$ cat config.mk
export PLATFORM = sky130hd
export DESIGN_NAME = scancode_to_ascii_decoder_top
export DESIGN_NICKNAME = d
export VERILOG_FILES = /design/src/rtl/s2a_pkg.sv /design/src/rtl/s2a_decode.sv /design/src/rtl/scancode_to_ascii_decoder_top.sv
export SDC_FILE = /design/constraint.sdc
export NUM_CORES = 1
export LEC_CHECK = 0
export BUFFER_PORTS_ARGS = -buffer_cell sky130_fd_sc_hd__clkbuf_2
export CAP_MARGIN = 15
export CORE_MARGIN = 2
export CORE_UTILIZATION = 31
export DETAILED_ROUTE_END_ITERATION = 10
export PLACE_DENSITY_LB_ADDON = 0.25
export REMOVE_ABC_BUFFERS = 1
export SETUP_SLACK_MARGIN = 0.5
export SYNTH_ARGS = -nofsm -noshare
export SYNTH_HDL_FRONTEND = slang
export SYNTH_SLANG_ARGS = --single-unit
$ cat constraint.sdc
create_clock -name clk -period 1.84 [get_ports clk]
set_input_delay 0.276 -clock clk [delete_from_list [all_inputs] [get_ports clk]]
set_output_delay 0.276 -clock clk [all_outputs]
set_load 0.01 [all_outputs]
$ cat src/rtl/s2a_pkg.sv
// Shared types, constants and keymap functions for the scan-code decoder.
// No dependencies; imported by s2a_decode and scancode_to_ascii_decoder_top.
package s2a_pkg;

  // Special scan-code values (set 1).
  localparam logic [7:0] PREFIX_BYTE = 8'hE0;
  localparam logic [6:0] KEY_LIMIT   = 7'h3B;
  localparam logic [6:0] MK_CTRL     = 7'h1D;
  localparam logic [6:0] MK_SHIFT_L  = 7'h2A;
  localparam logic [6:0] MK_SHIFT_R  = 7'h36;
  localparam logic [6:0] MK_ALT      = 7'h38;
  localparam logic [6:0] MK_CAPS     = 7'h3A;

  // Modifier and prefix state carried from byte to byte.
  typedef struct packed {
    logic ext_pending;
    logic ctrl_down;
    logic shift_down;
    logic alt_down;
    logic caps_on;
  } mod_state_t;

  // Character part of one decoded result.
  typedef struct packed {
    logic       char_valid;
    logic [6:0] char_code;
    logic       char_dropped;
    logic       unknown_key;
  } char_res_t;

  // Keys whose shifted form ignores caps lock (digits, symbols, controls).
  function automatic logic shift_only_key(input logic [5:0] idx);
    logic r;
    r = (idx < 6'h0E) || (idx == 6'h1A) || (idx == 6'h1B) ||
        ((idx >= 6'h27) && (idx <= 6'h29)) || (idx == 6'h2B) ||
        ((idx >= 6'h33) && (idx <= 6'h35));
    return r;
  endfunction

  // Two-column keymap for make codes 0x00..0x3A; zero means no character.
  function automatic logic [6:0] key_lookup(input logic [5:0] idx, input logic sh);
    logic [6:0] c;
    unique case (idx)
      6'h00: c = 7'h00;
      6'h01: c = 7'h1B;                    // escape
      6'h02: c = sh ? 7'h21 : 7'h31;
      6'h03: c = sh ? 7'h40 : 7'h32;
      6'h04: c = sh ? 7'h23 : 7'h33;
      6'h05: c = sh ? 7'h24 : 7'h34;
      6'h06: c = sh ? 7'h25 : 7'h35;
      6'h07: c = sh ? 7'h5E : 7'h36;
      6'h08: c = sh ? 7'h26 : 7'h37;
      6'h09: c = sh ? 7'h2A : 7'h38;
      6'h0A: c = sh ? 7'h28 : 7'h39;
      6'h0B: c = sh ? 7'h29 : 7'h30;
      6'h0C: c = sh ? 7'h5F : 7'h2D;
      6'h0D: c = sh ? 7'h2B : 7'h3D;
      6'h0E: c = 7'h08;                    // backspace
      6'h0F: c = 7'h09;                    // tab
      6'h10: c = sh ? 7'h51 : 7'h71;
      6'h11: c = sh ? 7'h57 : 7'h77;
      6'h12: c = sh ? 7'h45 : 7'h65;
      6'h13: c = sh ? 7'h52 : 7'h72;
      6'h14: c = sh ? 7'h54 : 7'h74;
      6'h15: c = sh ? 7'h59 : 7'h79;
      6'h16: c = sh ? 7'h55 : 7'h75;
      6'h17: c = sh ? 7'h49 : 7'h69;
      6'h18: c = sh ? 7'h4F : 7'h6F;
      6'h19: c = sh ? 7'h50 : 7'h70;
      6'h1A: c = sh ? 7'h7B : 7'h5B;
      6'h1B: c = sh ? 7'h7D : 7'h5D;
      6'h1C: c = 7'h0D;                    // enter
      6'h1D: c = 7'h00;                    // ctrl
      6'h1E: c = sh ? 7'h41 : 7'h61;
      6'h1F: c = sh ? 7'h53 : 7'h73;
      6'h20: c = sh ? 7'h44 : 7'h64;
      6'h21: c = sh ? 7'h46 : 7'h66;
      6'h22: c = sh ? 7'h47 : 7'h67;
      6'h23: c = sh ? 7'h48 : 7'h68;
      6'h24: c = sh ? 7'h4A : 7'h6A;
      6'h25: c = sh ? 7'h4B : 7'h6B;
      6'h26: c = sh ? 7'h4C : 7'h6C;
      6'h27: c = sh ? 7'h3A : 7'h3B;
      6'h28: c = sh ? 7'h22 : 7'h27;
      6'h29: c = sh ? 7'h7E : 7'h60;
      6'h2A: c = 7'h00;                    // left shift
      6'h2B: c = sh ? 7'h7C : 7'h5C;
      6'h2C: c = sh ? 7'h5A : 7'h7A;
      6'h2D: c = sh ? 7'h58 : 7'h78;
      6'h2E: c = sh ? 7'h43 : 7'h63;
      6'h2F: c = sh ? 7'h56 : 7'h76;
      6'h30: c = sh ? 7'h42 : 7'h62;
      6'h31: c = sh ? 7'h4E : 7'h6E;
      6'h32: c = sh ? 7'h4D : 7'h6D;
      6'h33: c = sh ? 7'h3C : 7'h2C;
      6'h34: c = sh ? 7'h3E : 7'h2E;
      6'h35: c = sh ? 7'h3F : 7'h2F;
      6'h36: c = 7'h00;                    // right shift
      6'h37: c = 7'h2A;                    // keypad star
      6'h38: c = 7'h00;                    // alt
      6'h39: c = 7'h20;                    // space
      6'h3A: c = 7'h00;                    // caps lock
      default: c = 7'h00;
    endcase
    return c;
  endfunction

endpackage

$ cat src/rtl/s2a_decode.sv
// Single-pass decode of one scan-code byte against the current modifier state.
// Depends on s2a_pkg for the state and result types and the keymap.
module s2a_decode (
  input  logic [7:0]          scan_byte,
  input  logic                sink_full,
  input  s2a_pkg::mod_state_t cur_state,
  output s2a_pkg::mod_state_t nxt_state,
  output s2a_pkg::char_res_t  res
);
  import s2a_pkg::*;

  logic       is_prefix;
  logic       is_break;
  logic [6:0] key;
  logic       ext;
  logic       handled;
  logic [5:0] idx;
  logic       sh;
  logic [6:0] ch;

  // Classify the byte.
  assign is_prefix = (scan_byte == PREFIX_BYTE);
  assign is_break  = scan_byte[7];
  assign key       = scan_byte[6:0];
  assign ext       = cur_state.ext_pending;
  assign handled   = !is_break &&
                     ((!ext && (key != 7'h00) && (key < KEY_LIMIT)) ||
                      (ext && ((key == MK_CTRL) || (key == MK_ALT))));

  // Keymap lookup; letters honor caps lock, the rest use shift only.
  assign idx = scan_byte[5:0];
  assign sh  = (!ext && shift_only_key(idx)) ? cur_state.shift_down :
               (cur_state.shift_down ^ cur_state.caps_on);
  assign ch  = key_lookup(idx, sh);

  // State update and result.
  always_comb begin
    nxt_state = cur_state;
    res       = '0;
    if (is_prefix) begin
      nxt_state.ext_pending = 1'b1;
    end else begin
      nxt_state.ext_pending = 1'b0;
      if (is_break) begin
        if (key == MK_CTRL) begin
          nxt_state.ctrl_down = 1'b0;
        end else if (key == MK_ALT) begin
          nxt_state.alt_down = 1'b0;
        end else if (!ext && ((key == MK_SHIFT_L) || (key == MK_SHIFT_R))) begin
          nxt_state.shift_down = 1'b0;
        end
      end else if (handled) begin
        if (ch != 7'h00) begin
          res.char_code    = ch;
          res.char_dropped = sink_full;
          res.char_valid   = !sink_full;
        end else if (key == MK_CTRL) begin
          nxt_state.ctrl_down = 1'b1;
        end else if ((key == MK_SHIFT_L) || (key == MK_SHIFT_R)) begin
          nxt_state.shift_down = 1'b1;
        end else if (key == MK_ALT) begin
          nxt_state.alt_down = 1'b1;
        end else if (key == MK_CAPS) begin
          nxt_state.caps_on = !cur_state.caps_on;
        end
      end else begin
        res.unknown_key = 1'b1;
      end
    end
  end

endmodule

$ cat src/rtl/scancode_to_ascii_decoder_top.sv
// Top level of the set 1 scan-code to ASCII decoder.
// Depends on s2a_pkg and s2a_decode.
//
// Usage: each request on the in_ channel carries one raw keyboard byte and
// the sink-full flag sampled with it. Each byte yields exactly one result on
// the out_ channel: the decoded character with its valid or dropped flag,
// the unknown-key flag, and the ctrl, shift, alt and caps-lock states after
// that byte. A 0xE0 prefix byte also yields a result, with no character.
// A byte accepted into the input register is decoded combinationally and
// written to the result register once that register is free, which raises
// out_valid; the result is taken when out_valid and out_ready are both high.
// Throughput: one byte per cycle while the receiver does not stall; the
// input and result registers form a two-entry pipeline, and the modifier
// state advances when a byte moves from the input to the result register.
// When the receiver stalls, the result register holds and the input
// register still takes one more byte; in_ready then drops until out_ready.
// Reset (rst_n low, synchronous) empties both registers and clears the
// prefix latch, all modifiers and caps lock.
module scancode_to_ascii_decoder_top (
  input  logic       clk,
  input  logic       rst_n,
  input  logic       in_valid,
  output logic       in_ready,
  input  logic [7:0] in_scan_byte,
  input  logic       in_sink_full,
  output logic       out_valid,
  input  logic       out_ready,
  output logic       out_char_valid,
  output logic [6:0] out_char_code,
  output logic       out_char_dropped,
  output logic       out_unknown_key,
  output logic       out_ctrl_held,
  output logic       out_shift_held,
  output logic       out_alt_held,
  output logic       out_caps_on
);
  import s2a_pkg::*;

  logic       in_vld_r;
  logic [7:0] byte_r;
  logic       full_r;
  logic       out_vld_r;
  char_res_t  res_r;
  mod_state_t state_r;
  mod_state_t state_nxt;
  char_res_t  res_nxt;
  logic       advance;

  // Pipeline control: the input register drains into a free result register.
  assign advance  = in_vld_r && (!out_vld_r || out_ready);
  assign in_ready = !in_vld_r || advance;

  s2a_decode u_decode (
    .scan_byte (byte_r),
    .sink_full (full_r),
    .cur_state (state_r),
    .nxt_state (state_nxt),
    .res       (res_nxt)
  );

  // Control state: occupancy flags and modifier state.
  always_ff @(posedge clk) begin
    if (!rst_n) begin
      in_vld_r  <= 1'b0;
      out_vld_r <= 1'b0;
      state_r   <= '0;
    end else begin
      if (in_ready) begin
        in_vld_r <= in_valid;
      end
      if (advance) begin
        out_vld_r <= 1'b1;
        state_r   <= state_nxt;
      end else if (out_ready) begin
        out_vld_r <= 1'b0;
      end
    end
  end

  // Payload registers.
  always_ff @(posedge clk) begin
    if (in_ready && in_valid) begin
      byte_r <= in_scan_byte;
      full_r <= in_sink_full;
    end
    if (advance) begin
      res_r <= res_nxt;
    end
  end

  // Result port; modifier outputs reflect the state after the shown byte.
  assign out_valid        = out_vld_r;
  assign out_char_valid   = res_r.char_valid;
  assign out_char_code    = res_r.char_code;
  assign out_char_dropped = res_r.char_dropped;
  assign out_unknown_key  = res_r.unknown_key;
  assign out_ctrl_held    = state_r.ctrl_down;
  assign out_shift_held   = state_r.shift_down;
  assign out_alt_held     = state_r.alt_down;
  assign out_caps_on      = state_r.caps_on;

endmodule

Word-level counts from Yosys, hierarchy flattened. Index checks and enable logic that the tools add are counted.

Register bits after elaboration: 26. Output and inout bits: 16. Logic and storage cells: 195.

Order comparisons: 6. Eq/ne operators: 63. Mux-type cells: 68. Bitwise operators: 8. Reductions and logical operators: 37.

Operator list (count): $pmux W7 S53 (1); $mux W6 (29); $eq A6 B6 Y1 const B (23); $eq A6 B5 Y1 const B (15); $mux W5 (13); $eq A6 B4 Y1 const B (8); $eq A7 B6 Y1 const B (4); $eq A6 B3 Y1 const B (4); $mux W7 (3); $mux W1 (15); $reduce_bool A7 Y1 (2); $eq A6 B2 Y1 const B (2); $ge A6 B6 Y1 const B (2); $le A6 B6 Y1 const B (2); $logic_and A1 B1 Y1 (10); $logic_or A1 B1 Y1 (10); $mux W3 (3); $reduce_and A9 Y1 (1); $eq A8 B8 Y1 const B (1); $mux W4 (2); $reduce_and A8 Y1 (1); $eq A7 B5 Y1 const B (1); $lt A7 B6 Y1 const B (1); $not A1 Y1 (7); other kinds (12) (22).

Depth between registers and ports, before layout. Gate-level depths: netlist (run 1).

Word-level depth: 14. Depth in mapped cells: 9.

By module. Synthesis (run 1) repeated with hierarchy kept, for this count alone.

Cell total of the unflattened synthesis: 313. Area, all modules: 2527.4 um2.

By module, submodules not included: s2a_decode (instances 1, cells each 263, area an instance 1661.6 um2, seq. area each 0.0 um2); scancode_to_ascii_decoder_top (instances 1, cells each 50, area an instance 865.8 um2, seq. area each 710.7 um2).

Worst setup path before layout (run 1). Ideal clock, no wire load.

Kind: reg-to-reg. Start point: register byte_r[2]. End point: register res_r (netlist bit out_char_code[2]) (data pin). Setup time: 0.160 ns. Arrival time: 1.833 ns. Data required time: 1.680 ns. Setup slack: -0.153 ns. Stages on the path, launching flop included: 9. Path buffers: 2. Path through: edfxtp_1 -> buf_6 -> nand2b_1 -> buf_2 -> o221ai_2 -> a31oi_1 -> xor2_1 -> or4_1 -> a41oi_1.

Word-level cells in the longest chain between the ends: 13. Elaborated cells between the ends (all ways): 130.

RTL lines: start, declared (line scancode_to_ascii_decoder_top.sv:40) `logic [7:0] byte_r;`; start signal, assigned (line scancode_to_ascii_decoder_top.sv:83) `byte_r <= in_scan_byte;`; $lt A6 B4 Y1 / $eq A6 B5 Y1 (equally long branches) (line s2a_pkg.sv:34, s2a_pkg.sv:43); $logic_or A1 B1 Y1 (3 in a row) (line s2a_pkg.sv:34) `r = (idx < 6'h0E) || (idx == 6'h1A) || (idx == 6'h1B) ||`; $logic_or A1 B1 Y1 (2 in a row) (line s2a_pkg.sv:35) `((idx >= 6'h27) && (idx <= 6'h29)) || (idx == 6'h2B) ||`; $logic_and A1 B1 Y1 (line s2a_decode.sv:32) `assign sh = (!ext && shift_only_key(idx)) ? cur_state.shift_down :`; $mux W1 (line s2a_decode.sv:32); $mux W3, or another cell as far along (line s2a_pkg.sv:84) `6'h28: c = sh ? 7'h22 : 7'h27;`; $pmux W7 S53 (line s2a_pkg.sv:43) `unique case (idx)`; $reduce_bool A7 Y1 (line s2a_decode.sv:53) `if (ch != 7'h00) begin`; $not A1 Y1 (no source line); $reduce_or A4 Y1 (no source line); end signal, assigned (line scancode_to_ascii_decoder_top.sv:87) `res_r <= res_nxt;`; end, declared (line scancode_to_ascii_decoder_top.sv:43) `char_res_t res_r;`.

Parallel ways exist; a longest one is shown, timed or not. A chain may end at the register's enable or synchronous reset.

Final worst setup path (run 1).
Start point: register byte_r[2]. End point: register res_r (netlist bit out_char_code[1]) (data pin).

Same word-level chain as after synthesis.

==> impl_results.md, run 1 <==
- CTS buffer count: 3
- Die width: 86.7 um
- Max VDD drop: 0.000378 V
- Placer congestion estimate: 0.876
- Antenna Violating Nets Remaining: 0
- Crit-path max FO: 5
- CP required: 1.96 ns
- 1st-iter DRT viols: 273
- Vias in the first global route: 2280
- CTS Hold Bufs: 0
- Crit-path max cell delay: 0.46 ns
- Antenna violations before repair: 0
- Initial Util: 0.316
- Share of layout cells above drive strength 1: 0.470
- Fin worst setup slack: -0.378 ns
- Max capacitance violation total: 0
- Clk root buf: clkbuf_8
- Endpoints failing hold: 0
- Post-synthesis cell area: 2120 um2
- Slowest CP cell: edfxtp_1
- Pwr dens: 488 nW/um2
- Via/cell ratio: 5.73
- Final Non-Filler Cells: 448
- Post-synth EDFFs: 19
- Sequential area share after synthesis: 0.335
- Largest net degree at the start of global routing: 19
- Lkg Pwr: 1.35 nW
- Inst Count DP: 425
- Crit path capture type: flip-flop
- Vias: 2568
- CP bufs+invs: 2
- Clk slew on worst S/H paths: 0.09 ns
- Synth Register Bits: 26
- ANT cells: 0
- Min-delay worst type: in2reg
- I/O pin total: 29
- Synthesized instance count: 263
- Total power: 0.00163 W
- Grt total ovfl: 0
- Filler cells: 600
- DRC viols: 0
- Unique masters post-synth: 63
- Final nets: 382
- PortBufs: 28
- Mean Syn Cell Area: 8.06 um2
- Finished Core Util: 0.498
- Post-route clock skew: 0.00303 ns
- Most frequent cell after synthesis: nand2_1
- Most frequent cell on the critical path: buf_4
- Max clock buf depth: 2
- Post-synth top area cell: edfxtp_1
- RSZ-0062 raised after global routing: true
- WP data arrival: 2.34 ns
- Top cells by count, synth: 27 x nand2_1, 21 x nor2_1, 19 x edfxtp_1, 18 x a21oi_1, 17 x o21ai_0
- Drt pass-1 iters: 5
- Slew headroom: 0.672
- Synth area leaders: edfxtp_1 27%, dfxtp_1 6.6%, nand2_1 4.8%
- Synth Warn #: 0
- Fmax: 451 MHz
- Least-Margin Pin Slew: 0.489 ns
- Pre-CTS setup slack: -0.395 ns
- Share of the synthesized area in the top cell type: 0.269
- Max-slew violations: 0
- Latest clock arrival within the worst-skew pair: 0.27 ns
- Layout area overhead: 57.7%
- Hold WS: 0.174 ns
- Core Area: 6720 um2
- CP delay by family, top: simple AND/OR/NAND/NOR gates
- Total Routing Usage GR: 0.189
- Critical path, cell by cell: buf_4 > and2_4 > o31ai_4 > a31oi_4 > xor2_2 > buf_4 > or4_4 > a41oi_2
- Final setup fails: 14
- Failing checks: setup timing
- Crit Path Category: reg2reg
- Top FF cell, synth: edfxtp_1
- Final wirelength: 7560 um
- Tmin final: 2.22 ns
- Drt wl/cell: 16.9 um
- Fin crit share: 1.21
- Post-synth ARST share: 0
- First-pass GRT wire length: 11300 um
- Detailed Place HPWL: 5200 um
- Status: finished with violations
- Cell Rows: 30
- CP Launch Type: flip-flop
- Clock tree sinks: 26
- H-tree levels: 1
- CTS tree: done
- Die Footprint: 7520 um2
- Die H: 86.7 um
[cell usage in the layout (no fill, tap or decap), drive strengths merged, types with 3 or more instances in the layout]
master  netlist  routed
nor3          7       7
o22ai        10      10
clkbuf        7      33
a31oi         8       8
nand2b        7       7
nor2b         8       8
o21bai        4       4
and2          4       4
xnor2         3       3
o221ai        3       3
o211ai        3       3
nand3        10      10
inv           5       5
nor4          3       3
o32ai         3       3
dfxtp         7       7
nor2         21      21
a221oi        5       5
or4           3       3
edfxtp       19      19
buf          19      98
nand2        27      27
a21oi        18      18
o21ai        17      17
[per-layer routing]
metal | track usage | vias up | share of wire
met3 | 0.0324 | 21 | 0.063
met1 | 0.261 | 1207 | 0.44
met4 | 0.0568 | 0 | 0.024
met2 | 0.301 | 124 | 0.47
li1 | - | 1216 | -
met5 | 0 | - | 0
[timing repair]
| action | CTS | global route |
|---|---|---|
| endpoints found under the setup margin | 23 | 32 |
| resized for setup | 25 | 30 |
| gates cloned | 0 | 1 |
| setup buffers | 6 | 12 |
| pin swaps | 8 | 17 |
[stage by stage]
stage	cell area (um2)	setup TNS, ns
after floorplan	2000	-7.06
after global placement	2860	-2.86
after detailed placement	2860	-3.65
after CTS	3070	-3.54
after global routing	3340	-4.85
final	3340	-3.68
[power by group]
| group | internal (W) | switching [W] |
|---|---|---|
| Clock | 0.000155 | 0.000177 |
| Combinational | 0.000299 | 0.000317 |
| Sequential | 0.000661 | 0.0000235 |
| Total | 0.00111 | 0.000518 |
[cell type report]
cell class | instances | area [um2] | share of cell area
Timing Repair Buffer | 127 | 952 | 0.285
Multi-Input combinational cell | 204 | 1510 | 0.451
Clock buffer | 4 | 45.0 | 0.0135
Tap cell | 80 | 100 | 0.0299
Inverter | 7 | 27.5 | 0.00823
Sequential cell | 26 | 711 | 0.212
[cell families (layout without fill, tap and decap cells)]
family,count (synthesis),in the layout,share of synthesized area
AND/OR/NAND/NOR,100,100,0.239
AO/OA/AOI/OAI,98,98,0.330
buffers and inverters,33,138,0.0702
flip-flops,26,26,0.335
XOR/XNOR,4,4,0.0165
multiplexers,2,2,0.00944
[flip-flops by register name, summed over array words and instances (netlist names)]
signal / cells
out_char_code: 7
out_shift_held: 1
out_char_dropped: 1
byte_r: 8
out_ctrl_held: 1
out_caps_on: 1
in_vld_r: 1
out_valid: 1
full_r: 1
out_unknown_key: 1
out_char_valid: 1
out_alt_held: 1
state_r: 1
[worst paths after layout]
kind                                          to  depth (start not counted)  slack, ns             from
worst max-delay path            out_char_code[1]                          8      -0.38        byte_r[2]
worst min-delay path                   byte_r[4]                          1       0.17  in_scan_byte[4]
worst max register to register  out_char_code[1]                          8      -0.38        byte_r[2]
worst min register to register      out_alt_held                          2       0.47     out_alt_held
[worst reg2reg max path: cells and delay by family (launching register included)]
kind	cells	cell delay, ns
compound gates	3	0.55
xor+xnor	1	0.18
buf+inv	2	0.33
flops	1	0.46
simple gates	2	0.56
(Power assumes the default switching activity.)
==> run 2, diff against run 1 <==
ABC_CLOCK_PERIOD_IN_PS = 1840   (was default)
GPL_TIMING_DRIVEN = 0   (was default)
SKIP_LAST_GASP = 1   (was default)
==> impl_results.md, run 2 (synthesis results as in run 1) <==
- Status: finished with violations
- Failing checks: setup timing
- Share of layout cells above drive strength 1: 0.423 (-0.0468)
- PortBufs: 28 (unchanged)
- Clock tree sinks: 26 (unchanged)
- Largest register by flop count: byte_r
- Die width: 86.7 um (unchanged)
- Max FFs per register: 8 (unchanged)
- Fin worst setup slack: -0.534 ns (-0.156 ns)
- Multi-input gate area: 1560 um2 (+3.4%)
- Filler cells: 629 (+4.8%)
- WP data arrival: 2.48 ns (+0.14 ns)
- Clk root buf: clkbuf_8
- Initial Util: 0.316 (unchanged)
- Hold path startpoint: in_scan_byte[2]
- Max clock buf depth: 2 (unchanged)
- Max VDD drop: 0.000360 V (-4.7%)
- Grt total ovfl: 0 (unchanged)
- Drt pass-1 iters: 6 (+1)
- Antenna violations before repair: 0 (unchanged)
- Detailed Place HPWL: 3890 um (-25%)
- Max-slew violations: 0 (unchanged)
- Die Footprint: 7520 um2 (unchanged)
- Vias: 2501 (-2.6%)
- Placer congestion estimate: 0.885 (+1.1%)
- Min-delay worst type: in2reg
- RR Endpoint: out_char_code[0]
- ANT cells: 0 (unchanged)
- Max capacitance violation total: 0 (unchanged)
- Worst r2r src: byte_r[2]
- R2r setup slk: -0.53 ns (-0.16 ns)
- Crit Path Category: reg2reg
- Post-route clock skew: 0.00342 ns (+0.000389 ns)
- Crit-path max FO: 4 (-1)
- Fmax: 421 MHz (-6.6%)
- Slew headroom: 0.648 (-0.0238)
- Crit path capture type: flip-flop
- CP required: 1.94 ns (-0.02 ns)
- Via/cell ratio: 6.16 (+7.5%)
- H-tree levels: 1 (unchanged)
- Final nets: 340 (-11%)
- Lkg Pwr: 1.15 nW (-15%)
- Most frequent cells in the layout: 37 x buf_4, 28 x clkbuf_2, 23 x nand2_1
- Drt wl/cell: 19.3 um (+14%)
- Layout area overhead: 46.8%
- Clk slew on worst S/H paths: 0.09 ns (about the same)
- Tmin final: 2.37 ns (+0.156 ns)
- Vias in the first global route: 2145 (-5.9%)
- Worst Hold End: byte_r[2]
- Total Routing Usage GR: 0.198 (+0.00881)
- First-pass GRT wire length: 11500 um (+1.8%)
- Cell Rows: 30 (unchanged)
- Hold path cells: 1 (unchanged)
- 1st-iter DRT viols: 402 (+47%)
- Total power: 0.00160 W (-1.7%)
- I/O pin total: 29 (unchanged)
- RSZ-0062 raised after global routing: true
- Die H: 86.7 um (unchanged)
- Least-Margin Pin Slew: 0.523 ns (+0.0346 ns)
- Total area of sequential cells: 712 um2 (+0.18%)
- CP Launch Type: flip-flop
- CTS buffer count: 3 (unchanged)
- Pwr dens: 515 nW/um2 (+5.5%)
- Finished Core Util: 0.464 (-0.0343)
- Reg2reg path depth: 9 (+1)
- Largest net degree at the start of global routing: 20 (+1)
- Endpoints failing hold: 0 (unchanged)
- CTS tree: done
- DRC viols: 0 (unchanged)
- Antenna Violating Nets Remaining: 0 (unchanged)
- Latest clock arrival within the worst-skew pair: 0.28 ns (about the same)
- Core Area: 6720 um2 (unchanged)
- Fin crit share: 1.29 (+0.0848)
- Final wirelength: 7840 um (+3.7%)
- Final setup fails: 15 (+1)
- Most common cell after layout, fill and taps aside: buf_4
[run 2: cell types whose count changed in the layout (fill, tap and decap cells not counted), moves of 2 or more]
cell        delta
and3_4         +2
nor2_1         -4
buf_4         -52
nand2_2        +2
nor2_2         +3
a31oi_2        +2
buf_6          +8
and3_1         -2
clkinvlp_4     +2
a221oi_1       -2
nand2_1        -2
[run 2: worst max path at each step]
stage | startpoint | endpoint | slack, ns | depth (start not counted)
6_report | byte_r[2] | out_char_code[0] | -0.53 | 9
5_1_grt | byte_r[1] | out_char_code[1] | -0.54 | 8
4_1_cts | byte_r[2] | out_char_code[1] | -0.50 | 8
3_5_place_dp | byte_r[3] | out_char_code[4] | -1.67 | 6
3_3_place_gp | byte_r[2] | out_char_code[4] | -1.70 | 6
2_1_floorplan | byte_r[1] | out_char_code[4] | -0.80 | 6
[run 2: report_power, final]
group,switching [W],internal [W]
Sequential,0.0000283,0.000661
Clock,0.000190,0.000156
Combinational,0.000321,0.000248
[run 2: area by class of cell]
class | instances | area share
Timing Repair Buffer | 85 | 0.213
Inverter | 7 | 0.0108
Clock buffer | 4 | 0.0145
Tap cell | 80 | 0.0321
Multi-Input combinational cell | 204 | 0.501
Sequential cell | 26 | 0.229
[run 2: critical path, stage by stage (launching register included)]
cell and delay, ns:
edfxtp_1 0.49, buf_6 0.19, xnor2_1 0.14, o221ai_2 0.22, a31oi_2 0.15, xor2_2 0.20, buf_4 0.17, buf_6 0.11
or3_1 0.32, a31oi_2 0.21
[run 2: metal layers]
layer | track usage | up-vias | wire length (um)
met5 | 0 | - | 0
li1 | - | 1131 | -
met2 | 0.291 | 173 | 3560
met4 | 0.0639 | 0 | 257
met3 | 0.0400 | 30 | 820
met1 | 0.289 | 1167 | 3210
[run 2: stage by stage]
stage	setup TNS [ns]	hold slack, ns	instance area [um2]	instances	setup slack (ns)
after floorplan	-7.06	0.375	2000	237	-0.797
after global placement	-16.95	0.440	2240	345	-1.70
after detailed placement	-16.17	0.446	2260	347	-1.67
after CTS	-4.19	0.167	2840	395	-0.496
after global routing	-5.86	0.157	3110	406	-0.541
final	-5.13	0.164	3110	406	-0.534
[run 2: what timing repair did]
action	in CTS	in global routing
endpoints found under the setup margin	24	33
setup buffers	43	11
hold buffers	0	0
pin swaps	16	20
cloned	1	0
gates resized for setup	36	33
==> run 3, diff against run 2 <==
GPL_TIMING_DRIVEN = default   (was 0)
==> impl_results.md, run 3 (synthesis results as in run 1) <==
- Area post-placement: 2860 um2 (+27%)
- Final nets: 382 (+12%)
- Pre-CTS setup slack: -0.395 ns (+1.28 ns)
- DRC viols: 0 (unchanged)
- Total area of sequential cells: 711 um2 (-0.18%)
- Max FFs per register: 8 (unchanged)
- Total Routing Usage GR: 0.188 (-0.00941)
- Final setup fails: 14 (-1)
- Clock tree sinks: 26 (unchanged)
- Placer congestion estimate: 0.876 (-1.1%)
- Vias: 2508 (+0.28%)
- Final setup TNS: -3.56 ns (+1.58 ns)
- Clk root buf: clkbuf_8
- Die H: 86.7 um (unchanged)
- Lkg Pwr: 1.35 nW (+18%)
- Slew headroom: 0.703 (+0.0551)
- Post-route clock skew: 0.00290 ns (-0.000526 ns)
- Core Area: 6720 um2 (unchanged)
- Max-slew violations: 0 (unchanged)
- RSZ-0062 raised after global routing: true
- Crit-path max FO: 5 (+1)
- Layout area overhead: 57.3%
- CTS buffer count: 3 (unchanged)
- Fin worst setup slack: -0.376 ns (+0.158 ns)
- Pwr dens: 488 nW/um2 (-5.2%)
- Latest clock arrival within the worst-skew pair: 0.27 ns (about the same)
- H-tree levels: 1 (unchanged)
- Largest net degree at the start of global routing: 19 (-5.0%)
- Worst Hold End: byte_r[4]
- Fin crit share: 1.20 (-0.0858)
- CP Launch Type: flip-flop
- Hold path cells: 1 (unchanged)
- CP required: 1.96 ns (+0.02 ns)
- Most frequent cells in the layout: 88 x buf_4, 28 x clkbuf_2, 25 x nand2_1
- Hold path startpoint: in_scan_byte[4]
- CTS tree: done
- Via/cell ratio: 5.60 (-9.1%)
- PortBufs: 28 (unchanged)
- Reg2reg path depth: 8 (-1)
- Post-route cell area: 3340 um2 (+7.2%)
- Endpoints failing hold: 0 (unchanged)
- Multi-input gate area: 1500 um2 (-4.0%)
- Cell Rows: 30 (unchanged)
- Antenna Violating Nets Remaining: 0 (unchanged)
- Max capacitance violation total: 0 (unchanged)
- Initial Util: 0.316 (unchanged)
- Clk slew on worst S/H paths: 0.09 ns (about the same)
- Largest register by flop count: byte_r
- Fmax: 451 MHz (+7.1%)
- Share of layout cells above drive strength 1: 0.465 (+0.0414)
- WP data arrival: 2.33 ns (-0.15 ns)
- Grt total ovfl: 0 (unchanged)
- Antenna violations before repair: 0 (unchanged)
- Worst r2r src: byte_r[2]
- I/O pin total: 29 (unchanged)
- Least-Margin Pin Slew: 0.442 ns (-0.0812 ns)
- Finished Core Util: 0.497 (+0.0331)
- Die width: 86.7 um (unchanged)
- Filler cells: 599 (-4.8%)
- R2r setup slk: -0.38 ns (+0.16 ns)
- Max clock buf depth: 2 (unchanged)
- Vias in the first global route: 2273 (+6.0%)
- First-pass GRT wire length: 11300 um (-2.2%)
- Min-delay worst type: in2reg
- Failing checks: setup timing
- Crit Path Category: reg2reg
- Detailed Place HPWL: 5200 um (+34%)
- Die Footprint: 7520 um2 (unchanged)
- Drt pass-1 iters: 4 (-2)
- Status: finished with violations
- Tmin final: 2.22 ns (-0.158 ns)
- Crit path capture type: flip-flop
- Most common cell after layout, fill and taps aside: buf_4
- 1st-iter DRT viols: 233 (-42%)
- Final wirelength: 7480 um (-4.6%)
- ANT cells: 0 (unchanged)
- RR Endpoint: out_char_code[1]
- Drt wl/cell: 16.7 um (-14%)
- Max VDD drop: 0.000378 V (+4.8%)
[run 3: worst max-delay path, stage by stage (launching register included)]
cell	delay, ns
edfxtp_1	0.46
buf_4	0.18
and2_4	0.14
o31ai_4	0.22
a31oi_4	0.14
xor2_2	0.18
buf_4	0.15
or4_4	0.42
a41oi_2	0.19
[run 3: through the flow]
step,hold WS (ns),std cells,power [W]
6_report,0.175,448,0.00163
5_1_grt,0.159,448,0.00171
4_1_cts,0.169,435,0.00155
3_5_place_dp,0.451,425,0.00119
3_3_place_gp,0.442,425,0.00119
2_1_floorplan,0.375,237,0.000937
[run 3: power by group]
| group | switching, W | internal [W] | total, W |
|---|---|---|---|
| clock | 0.000176 | 0.000155 | 0.000331 |
| combinational | 0.000315 | 0.000299 | 0.000614 |
| sequential | 0.0000235 | 0.000661 | 0.000684 |
[run 3: layer usage]
layer | share of wire | wire, um | global-route usage | vias to the layer above
met5 | 0 | 0 | 0 | -
met4 | 0.024 | 183 | 0.0568 | 0
met3 | 0.055 | 408 | 0.0324 | 18
met2 | 0.48 | 3630 | 0.299 | 92
met1 | 0.44 | 3260 | 0.261 | 1179
li1 | - | - | - | 1219
[run 3: worst max-delay path by stage]
stage | startpoint | to | slack (ns) | depth (start not counted)
final | byte_r[2] | out_char_code[1] | -0.38 | 8
after global routing | byte_r[2] | out_char_code[1] | -0.47 | 8
after CTS | byte_r[3] | out_char_code[1] | -0.34 | 8
after detailed placement | byte_r[3] | out_char_code[1] | -0.39 | 7
after global placement | byte_r[3] | out_char_code[1] | -0.32 | 7
after floorplan | byte_r[1] | out_char_code[4] | -0.80 | 6
[run 3: repair_timing]
action / CTS / global route
cloned: 0 / 1
hold buffers: 0 / 0
buffers inserted: 6 / 12
pin swaps: 8 / 16
hold endpoints to repair: 0 / 0
setup endpoints to repair: 23 / 32
resized for setup: 24 / 30
[run 3: final cells by class]
type | instances | area share
Timing Repair Buffer | 127 | 0.286
Multi-Input combinational cell | 204 | 0.449
Inverter | 7 | 0.00825
Tap cell | 80 | 0.0300
Clock buffer | 4 | 0.0135
Sequential cell | 26 | 0.213
